==> src/design/rrwl_pkg.sv <==
// Package for the reentrant reader-writer lock: transaction types, action and status codes.
`default_nettype none
package rrwl_pkg;

    localparam int ACTION_W = 3;
    localparam int REQ_W    = 4;
    localparam int STATUS_W = 3;
    localparam int NEST_W   = 8;

    localparam logic [NEST_W-1:0] NEST_MAX = {NEST_W{1'b1}};

    localparam logic [ACTION_W-1:0] ACT_READ_ACQ   = 3'd0;
    localparam logic [ACTION_W-1:0] ACT_WRITE_ACQ  = 3'd1;
    localparam logic [ACTION_W-1:0] ACT_WITHDRAW   = 3'd2;
    localparam logic [ACTION_W-1:0] ACT_READ_REL   = 3'd3;
    localparam logic [ACTION_W-1:0] ACT_WRITE_REL  = 3'd4;

    localparam logic [STATUS_W-1:0] ST_OK        = 3'd0;
    localparam logic [STATUS_W-1:0] ST_DENIED    = 3'd1;
    localparam logic [STATUS_W-1:0] ST_QUEUED    = 3'd2;
    localparam logic [STATUS_W-1:0] ST_NOT_HELD  = 3'd3;
    localparam logic [STATUS_W-1:0] ST_SATURATED = 3'd4;

    typedef struct packed {
        logic                wait_if_busy;
        logic [REQ_W-1:0]    requester;
        logic [ACTION_W-1:0] action;
    } req_t;

    typedef struct packed {
        logic                wake_readers;
        logic                wake_writer;
        logic [STATUS_W-1:0] status;
    } result_t;

    typedef struct packed {
        logic writer_active;
        logic write_nest_zero;
    } lock_status_t;

endpackage
`default_nettype wire

==> src/design/rrwl_in_stage.sv <==
// Input register stage: captures one request transaction and holds it until the core takes it.
`default_nettype none
module rrwl_in_stage (
    input  wire logic          aclk,
    input  wire logic          aresetn,
    input  wire logic          s_tvalid,
    output logic               s_tready,
    input  wire logic [7:0]    s_tdata,   // [2:0] action, [6:3] requester, [7] wait_if_busy
    input  wire logic          out_free,
    output logic               req_valid,
    output rrwl_pkg::req_t     req
);
    import rrwl_pkg::*;

    logic valid_reg, valid_next;
    req_t req_reg;

    assign s_tready = !valid_reg || out_free;

    always_comb begin
        valid_next = valid_reg;
        if (s_tvalid && s_tready) begin
            valid_next = 1'b1;
        end else if (out_free) begin
            valid_next = 1'b0;
        end
    end

    always_ff @(posedge aclk) begin
        if (!aresetn) begin
            valid_reg <= 1'b0;
        end else begin
            valid_reg <= valid_next;
        end
    end

    always_ff @(posedge aclk) begin
        if (s_tvalid && s_tready) begin
            req_reg <= req_t'(s_tdata);
        end
    end

    assign req_valid = valid_reg;
    assign req       = req_reg;

endmodule
`default_nettype wire

==> src/design/rrwl_core.sv <==
// Lock state and combinational decision logic for one request.
`default_nettype none
module rrwl_core #(
    parameter int REQUESTERS = 16
) (
    input  wire logic              aclk,
    input  wire logic              aresetn,
    input  wire logic              fire,
    input  wire rrwl_pkg::req_t    req,
    output rrwl_pkg::result_t      result,
    output rrwl_pkg::lock_status_t lock_status
);
    import rrwl_pkg::*;

    // Only agents reachable by the requester field need storage.
    localparam int DEPTH = (REQUESTERS < (1 << REQ_W)) ? REQUESTERS : (1 << REQ_W);
    localparam int IDX_W = (DEPTH > 1) ? $clog2(DEPTH) : 1;

    logic [NEST_W-1:0] rcount_reg [DEPTH];
    logic [NEST_W-1:0] rcount_next;
    logic              rcount_we;
    logic [DEPTH-1:0]  pend_reg, pend_next;
    logic              wactive_reg, wactive_next;
    logic [REQ_W-1:0]  owner_reg, owner_next;
    logic [NEST_W-1:0] wcount_reg, wcount_next;

    logic [IDX_W-1:0]  idx;
    logic              in_range;
    logic [DEPTH-1:0]  who_bit;
    logic [DEPTH-1:0]  held;
    logic [NEST_W-1:0] rcount;
    logic              owns_write;
    logic              parallel;
    logic              write_ok;

    assign in_range   = 32'(req.requester) < REQUESTERS;
    assign idx        = IDX_W'(req.requester);
    assign who_bit    = DEPTH'(1) << idx;
    assign rcount     = rcount_reg[idx];
    assign owns_write = wactive_reg && (owner_reg == req.requester);

    always_comb begin
        for (int i = 0; i < DEPTH; i++) begin
            held[i] = rcount_reg[i] != '0;
        end
    end

    assign parallel = |(held & ~pend_reg & ~who_bit);
    assign write_ok = owns_write || (!wactive_reg && !parallel);

    always_comb begin
        result       = '0;
        result.status = ST_DENIED;
        rcount_next  = rcount;
        rcount_we    = 1'b0;
        pend_next    = pend_reg;
        wactive_next = wactive_reg;
        owner_next   = owner_reg;
        wcount_next  = wcount_reg;
        if (in_range) begin
            case (req.action)
                ACT_READ_ACQ: begin
                    if (!(rcount != '0 || owns_write || (!wactive_reg && pend_reg == '0))) begin
                        result.status = ST_DENIED;
                    end else if (rcount == NEST_MAX) begin
                        result.status = ST_SATURATED;
                    end else begin
                        rcount_next   = rcount + 1'b1;
                        rcount_we     = 1'b1;
                        result.status = ST_OK;
                    end
                end
                ACT_WRITE_ACQ: begin
                    if (!write_ok) begin
                        if (req.wait_if_busy) begin
                            pend_next     = pend_reg | who_bit;
                            result.status = ST_QUEUED;
                        end else begin
                            result.status = ST_DENIED;
                        end
                    end else if (owns_write && wcount_reg == NEST_MAX) begin
                        result.status = ST_SATURATED;
                    end else begin
                        wcount_next   = owns_write ? wcount_reg + 1'b1 : NEST_W'(1);
                        wactive_next  = 1'b1;
                        owner_next    = req.requester;
                        pend_next     = pend_reg & ~who_bit;
                        result.status = ST_OK;
                    end
                end
                ACT_WITHDRAW: begin
                    pend_next = pend_reg & ~who_bit;
                    result.wake_readers = (pend_reg != '0) && ((pend_reg & ~who_bit) == '0)
                                          && !wactive_reg;
                    result.status = ST_OK;
                end
                ACT_READ_REL: begin
                    if (rcount == '0) begin
                        result.status = ST_NOT_HELD;
                    end else begin
                        rcount_next  = rcount - 1'b1;
                        rcount_we    = 1'b1;
                        // parallel excludes the requester, so it is unchanged by the decrement
                        result.wake_writer = (rcount == NEST_W'(1)) && !wactive_reg && !parallel;
                        result.status = ST_OK;
                    end
                end
                ACT_WRITE_REL: begin
                    if (!owns_write || wcount_reg == '0) begin
                        result.status = ST_NOT_HELD;
                    end else begin
                        wcount_next = wcount_reg - 1'b1;
                        if (wcount_reg == NEST_W'(1)) begin
                            wactive_next        = 1'b0;
                            owner_next          = '0;
                            result.wake_readers = pend_reg == '0;
                            result.wake_writer  = pend_reg != '0;
                        end
                        result.status = ST_OK;
                    end
                end
                default: begin
                    result.status = ST_DENIED;
                end
            endcase
        end
    end

    always_ff @(posedge aclk) begin
        if (!aresetn) begin
            for (int i = 0; i < DEPTH; i++) begin
                rcount_reg[i] <= '0;
            end
            pend_reg    <= '0;
            wactive_reg <= 1'b0;
            owner_reg   <= '0;
            wcount_reg  <= '0;
        end else if (fire) begin
            if (rcount_we) begin
                rcount_reg[idx] <= rcount_next;
            end
            pend_reg    <= pend_next;
            wactive_reg <= wactive_next;
            owner_reg   <= owner_next;
            wcount_reg  <= wcount_next;
        end
    end

    assign lock_status.writer_active   = wactive_reg;
    assign lock_status.write_nest_zero = wcount_reg == '0;

endmodule
`default_nettype wire

==> src/design/reentrant_reader_writer_lock.sv <==
// Top level of the reentrant reader-writer lock manager with writer preference.
//
//  channel  | ports        | tdata bits (low first)
//  ---------+--------------+------------------------------------------------
//  request  | s_tvalid/rdy | action[2:0] requester[6:3] wait_if_busy[7]
//  response | m_tvalid/rdy | status[2:0] wake_writer[3] wake_readers[4] 0[7:5]
//
// One request per cycle while m_tready is high; a request transaction passes through the
// input register, then the result register, the lock state updating as the result loads.
// Reset clears all nest counts and the pending mask.
// With m_tready low the result register holds, the input register fills
// behind it and s_tready then drops until the response is taken.
`default_nettype none
module reentrant_reader_writer_lock #(
    parameter int REQUESTERS = 16
) (
    input  wire logic       aclk,
    input  wire logic       aresetn,
    input  wire logic       s_tvalid,
    output logic            s_tready,
    input  wire logic [7:0] s_tdata,   // [2:0] action, [6:3] requester, [7] wait_if_busy
    output logic            m_tvalid,
    input  wire logic       m_tready,
    output logic [7:0]      m_tdata    // [2:0] status, [3] wake_writer, [4] wake_readers
);
    import rrwl_pkg::*;

    logic         out_free;
    logic         req_valid;
    logic         fire;
    req_t         req;
    result_t      result;
    lock_status_t lock_status;

    logic    m_valid_reg, m_valid_next;
    result_t m_data_reg;

    assign out_free = !m_valid_reg || m_tready;
    assign fire     = req_valid && out_free;

    rrwl_in_stage u_in_stage (
        .aclk      (aclk),
        .aresetn   (aresetn),
        .s_tvalid  (s_tvalid),
        .s_tready  (s_tready),
        .s_tdata   (s_tdata),
        .out_free  (out_free),
        .req_valid (req_valid),
        .req       (req)
    );

    rrwl_core #(
        .REQUESTERS (REQUESTERS)
    ) u_core (
        .aclk        (aclk),
        .aresetn     (aresetn),
        .fire        (fire),
        .req         (req),
        .result      (result),
        .lock_status (lock_status)
    );

    always_comb begin
        m_valid_next = m_valid_reg;
        if (fire) begin
            m_valid_next = 1'b1;
        end else if (m_tready) begin
            m_valid_next = 1'b0;
        end
    end

    always_ff @(posedge aclk) begin
        if (!aresetn) begin
            m_valid_reg <= 1'b0;
        end else begin
            m_valid_reg <= m_valid_next;
        end
    end

    always_ff @(posedge aclk) begin
        if (fire) begin
            m_data_reg <= result;
        end
    end

    assign m_tvalid = m_valid_reg;
    assign m_tdata  = 8'(m_data_reg);

    // Write lock held exactly when the write nest count is nonzero.
    a_writer_count: assert property (@(posedge aclk) disable iff (!aresetn)
        lock_status.writer_active == !lock_status.write_nest_zero)
        else $error("writer_active disagrees with write nest count");

    // Wake hints only accompany a successful transaction.
    a_wake_on_ok: assert property (@(posedge aclk) disable iff (!aresetn)
        (m_valid_reg && m_data_reg.status != ST_OK) |->
            (!m_data_reg.wake_writer && !m_data_reg.wake_readers))
        else $error("wake hint on a failed request");

    // Never wake both readers and a writer at once.
    a_wake_excl: assert property (@(posedge aclk) disable iff (!aresetn)
        m_valid_reg |-> !(m_data_reg.wake_writer && m_data_reg.wake_readers))
        else $error("both wake hints raised");

endmodule
`default_nettype wire

==> config.mk <==
export PLATFORM = sky130hd
export DESIGN_NAME = reentrant_reader_writer_lock
export DESIGN_NICKNAME = d
export VERILOG_FILES = /design/src/design/rrwl_pkg.sv /design/src/design/rrwl_in_stage.sv /design/src/design/rrwl_core.sv /design/src/design/reentrant_reader_writer_lock.sv
export SDC_FILE = /design/constraint.sdc
export NUM_CORES = 1
export LEC_CHECK = 0
export CAP_MARGIN = 20
export CORE_MARGIN = 4
export CORE_UTILIZATION = 45
export CTS_CLUSTER_DIAMETER = 80
export DETAILED_ROUTE_END_ITERATION = 12
export DONT_BUFFER_PORTS = 1
export PLACE_DENSITY = 0.58
export SYNTH_ARGS = -nofsm -noshare
export SYNTH_HDL_FRONTEND = slang
export SYNTH_SLANG_ARGS = --single-unit
==> constraint.sdc <==
create_clock -name aclk -period 6.95 [get_ports aclk]
set_clock_uncertainty 0.1 [all_clocks]
set_input_delay 0.3475 -clock aclk [delete_from_list [all_inputs] [get_ports aclk]]
set_output_delay 0.3475 -clock aclk [all_outputs]
set_load 0.02 [all_outputs]
==> out/summary.md <==
• edfxtp_1 — library cell with the largest summed area after synthesis
• edfxtp_1 45%, dfxtp_1 7.5%, mux4_2 6.5% — top cells by area, synth
• 0.000150 V — Worst VDD drop
• flop — startpoint type of the worst setup path
• flop — sort of element at the end of the critical path
• 1808 — number of filler instances in the final layout
• 0 — number of gates resized after CTS
• 17 — number of buffers inserted during clock tree synthesis
• 22 — boundary pin count
• 0 — number of nets with antenna violations after routing
• completed — result of the run
• 4.78 ns — arrival time at the worst endpoint
• 141 — number of enable flip-flop cells after synthesis
• 0.965 — final weighted congestion in routability-driven placement
• buf_4, mux4_1, mux4_2, a221o_2, o31ai_4, o21ai_2, xnor2_2, nor2_1 — cell breakdown of the critical path
• 20000 µm — half-perimeter wire length after detailed placement
• 211 MHz — achievable frequency
• 0.00408 mm² — area of combinational cells with multiple inputs
• compound AO/OA/AOI/OAI gates — Largest delay share family, worst path
• 1078 — Cells after DPL
• clkbuf_16 — root buffer cell
• 2.47 mW — overall power
• 10.8% — fraction of layout instances using a drive strength above 1
• 68.2% — period utilization
• 4.74 ns — Tmin final
• 6935 — via count of the first global-routing pass
• 25.3% — max_slew headroom
• 27800 µm — sum of routed wire length over all layers
• 0 — buffers inserted by post-CTS timing repair
• 2 — Hold Path Depth
• 11.0 µm² — per-instance average area after synthesis
• u_core.rcount_reg[3][0]$_SDFFCE_PN0P_ — Worst R2R End
• 31 — largest net degree at the start of global routing
• 0 — count of antenna diodes in the layout
• 780 — Initial DRC Count
• done — CTS tree
• 2 — Max clock buf depth
• 24.9 µm — Routed WL per cell
• 1 — Buf+Inv Stages, Crit Path
• 176 — number of register bits inferred by synthesis
• 152 µm — Die Width
• 0% — Synth async-reset ratio
• 0.00493 mm² — footprint of the flip-flops and latches
• 0.98 ns — stage delay of the slowest cell on the critical path
• 45.9% — Starting Density
• 42200 µm — global-route wire length before repair
• 243 mW/mm² — power density normalized to cell area
• 1 — antenna violations before repair
• 152 µm — die height
• 0.0231 mm² — Die Outline Area
• 0 — Synthesis Warnings
• 1118 — non-filler instance count after layout
• 8 — depth of the worst register-to-register path
• 23.6% — global-route total usage across every layer
• 7337 — vias after detailed routing
• 45.4% — area share of the largest cell type after synthesis
• 2.21 ns — reg-to-reg setup timing slack
• 72 — number of unique standard cell types used by synthesis
• primary input to flop — type of the tightest min-delay check
• 4 — H-tree level count
• 53.0% — post-synthesis sequential area ratio
• 0 — Pins Over Slew Limit
• 30 — worst-path maximum fanout
• no — RSZ-0062 raised after global routing
• 52 — floorplan row count
• 0.44 ns — clock latency at the later pin of the worst-skew pair
• 856 — post-layout net count
• flop to flop — worst setup path class
• 0.06 ns — clk slew on worst S/H paths
• 0 — port bufs
• 0 — sum of overflow across all layers after global routing
• 0 — number of maximum-capacitance constraint violations
• 1.12 ns — actual slew at the worst max-slew pin
• 9.14% — synthesis-to-layout area growth
• edfxtp_1 — Post-synth top flop
• 0 — count of final setup violators
• u_core.rcount_reg[3][0]$_SDFFCE_PN0P_ — capturing element of the worst setup path
• 0.00932 mm² — post-synthesis cell area
• 5 — First-pass DRT Iterations
• 0 — Residual DRC
• 0 — total count of hold-check failures in the final report
• 3.35 nW — total leakage power
• 0.0203 mm² — standard cell core area
• 6.56 — DR vias/cell
• xnor2_2 — crit path max-delay cell type
• 10 — cts hold-fix bufs
• 846 — cell count after synthesis
• 8 — number of gates on the worst path with buffers counted
• 176 — sink count of the clock tree
• 6.99 ns — CP Data Required Time
• 0 ns — Setup TNS
[metal layers]
layer  up-vias  wire length, µm  track usage (%)
met2       444            13300             38.3
met3        88             2570             5.86
li1       3221                -                -
met5         -               13            0.207
met4         2             1160             9.76
met1      3582            10700             30.4
[per-stage QoR]
stage	util, %	area [µm²]	worst slack (ns)	hold slack [ns]
CTS	50.1	10200	2.28	0.000148
finish	50.1	10200	2.21	0.00592
global placement	46.8	9510	2.31	0.346
floorplan	-	9330	3.33	0.346
global route	50.1	10200	2.03	0.00643
detailed placement	46.9	9520	2.27	0.346
[worst min path at each step]
stage / start / end / slack, ns
after floorplan: s_tdata[0] / u_in_stage.req[0]$_DFFE_PP_ / 0.35
after CTS: aresetn / u_core.wcount_reg[4]$_SDFFE_PN0P_ / 0.0001
after detailed placement: s_tdata[0] / u_in_stage.req[0]$_DFFE_PP_ / 0.35
after global placement: s_tdata[1] / u_in_stage.req[1]$_DFFE_PP_ / 0.35
after global routing: aresetn / u_core.wcount_reg[6]$_SDFFE_PN0P_ / 0.006
final: s_tdata[4] / flop / 0.006
[kinds of logic after synthesis]
group	Yosys count	synth area share, %
mux	44	9.08
buf+inv	68	3.38
simple gates	398	21.1
flops	176	53.0
xor+xnor	7	0.738
other cells	1	0.0402
fa+ha+maj	7	0.940
compound gates	145	11.8
[synth_stat cells, types with 8 or more instances]
cell / instances
nand3_1: 39
nand4_1: 10
a211oi_1: 19
buf_2: 9
dfxtp_1: 35
a21oi_1: 15
a21o_1: 17
clkbuf_1: 32
a22oi_1: 8
o21ai_0: 14
nand2b_1: 8
nor2_1: 137
edfxtp_1: 141
nor4_1: 41
mux4_2: 27
nor2b_1: 8
a2bb2oi_1: 17
mux2i_1: 11
nor3_1: 23
and2_1: 8
nand2_1: 79
inv_1: 12
[area by class of cell]
cell class | instances | area share (%)
inverter | 14 | 0.517
multi-input combinational | 604 | 40.1
clock inverter | 12 | 1.19
timing repair buffer | 24 | 2.09
clock buffer | 18 | 4.22
sequential | 176 | 48.5
tap | 270 | 3.32
[cells in the final DEF, fill, tap and decap left out, drive strengths merged, types with 10 or more instances in the layout]
cell type	count
a211oi	19
nor3	23
clkbuf	18
nand3	39
dlygate4sd3	10
nor2	143
a21oi	16
buf	14
a21o	17
inv	12
nor4	43
mux4	31
o21ai	17
a2bb2oi	17
nand4	10
nand2	79
edfxtp	141
mux2i	11
dfxtp	35
[power breakdown]
part           total [mW]  switching (mW)  internal (mW)
clock network       0.920           0.400          0.521
registers            1.21          0.0355           1.17
logic               0.343           0.231          0.112
total                2.47           0.666           1.80
(Power assumes the default switching activity.)
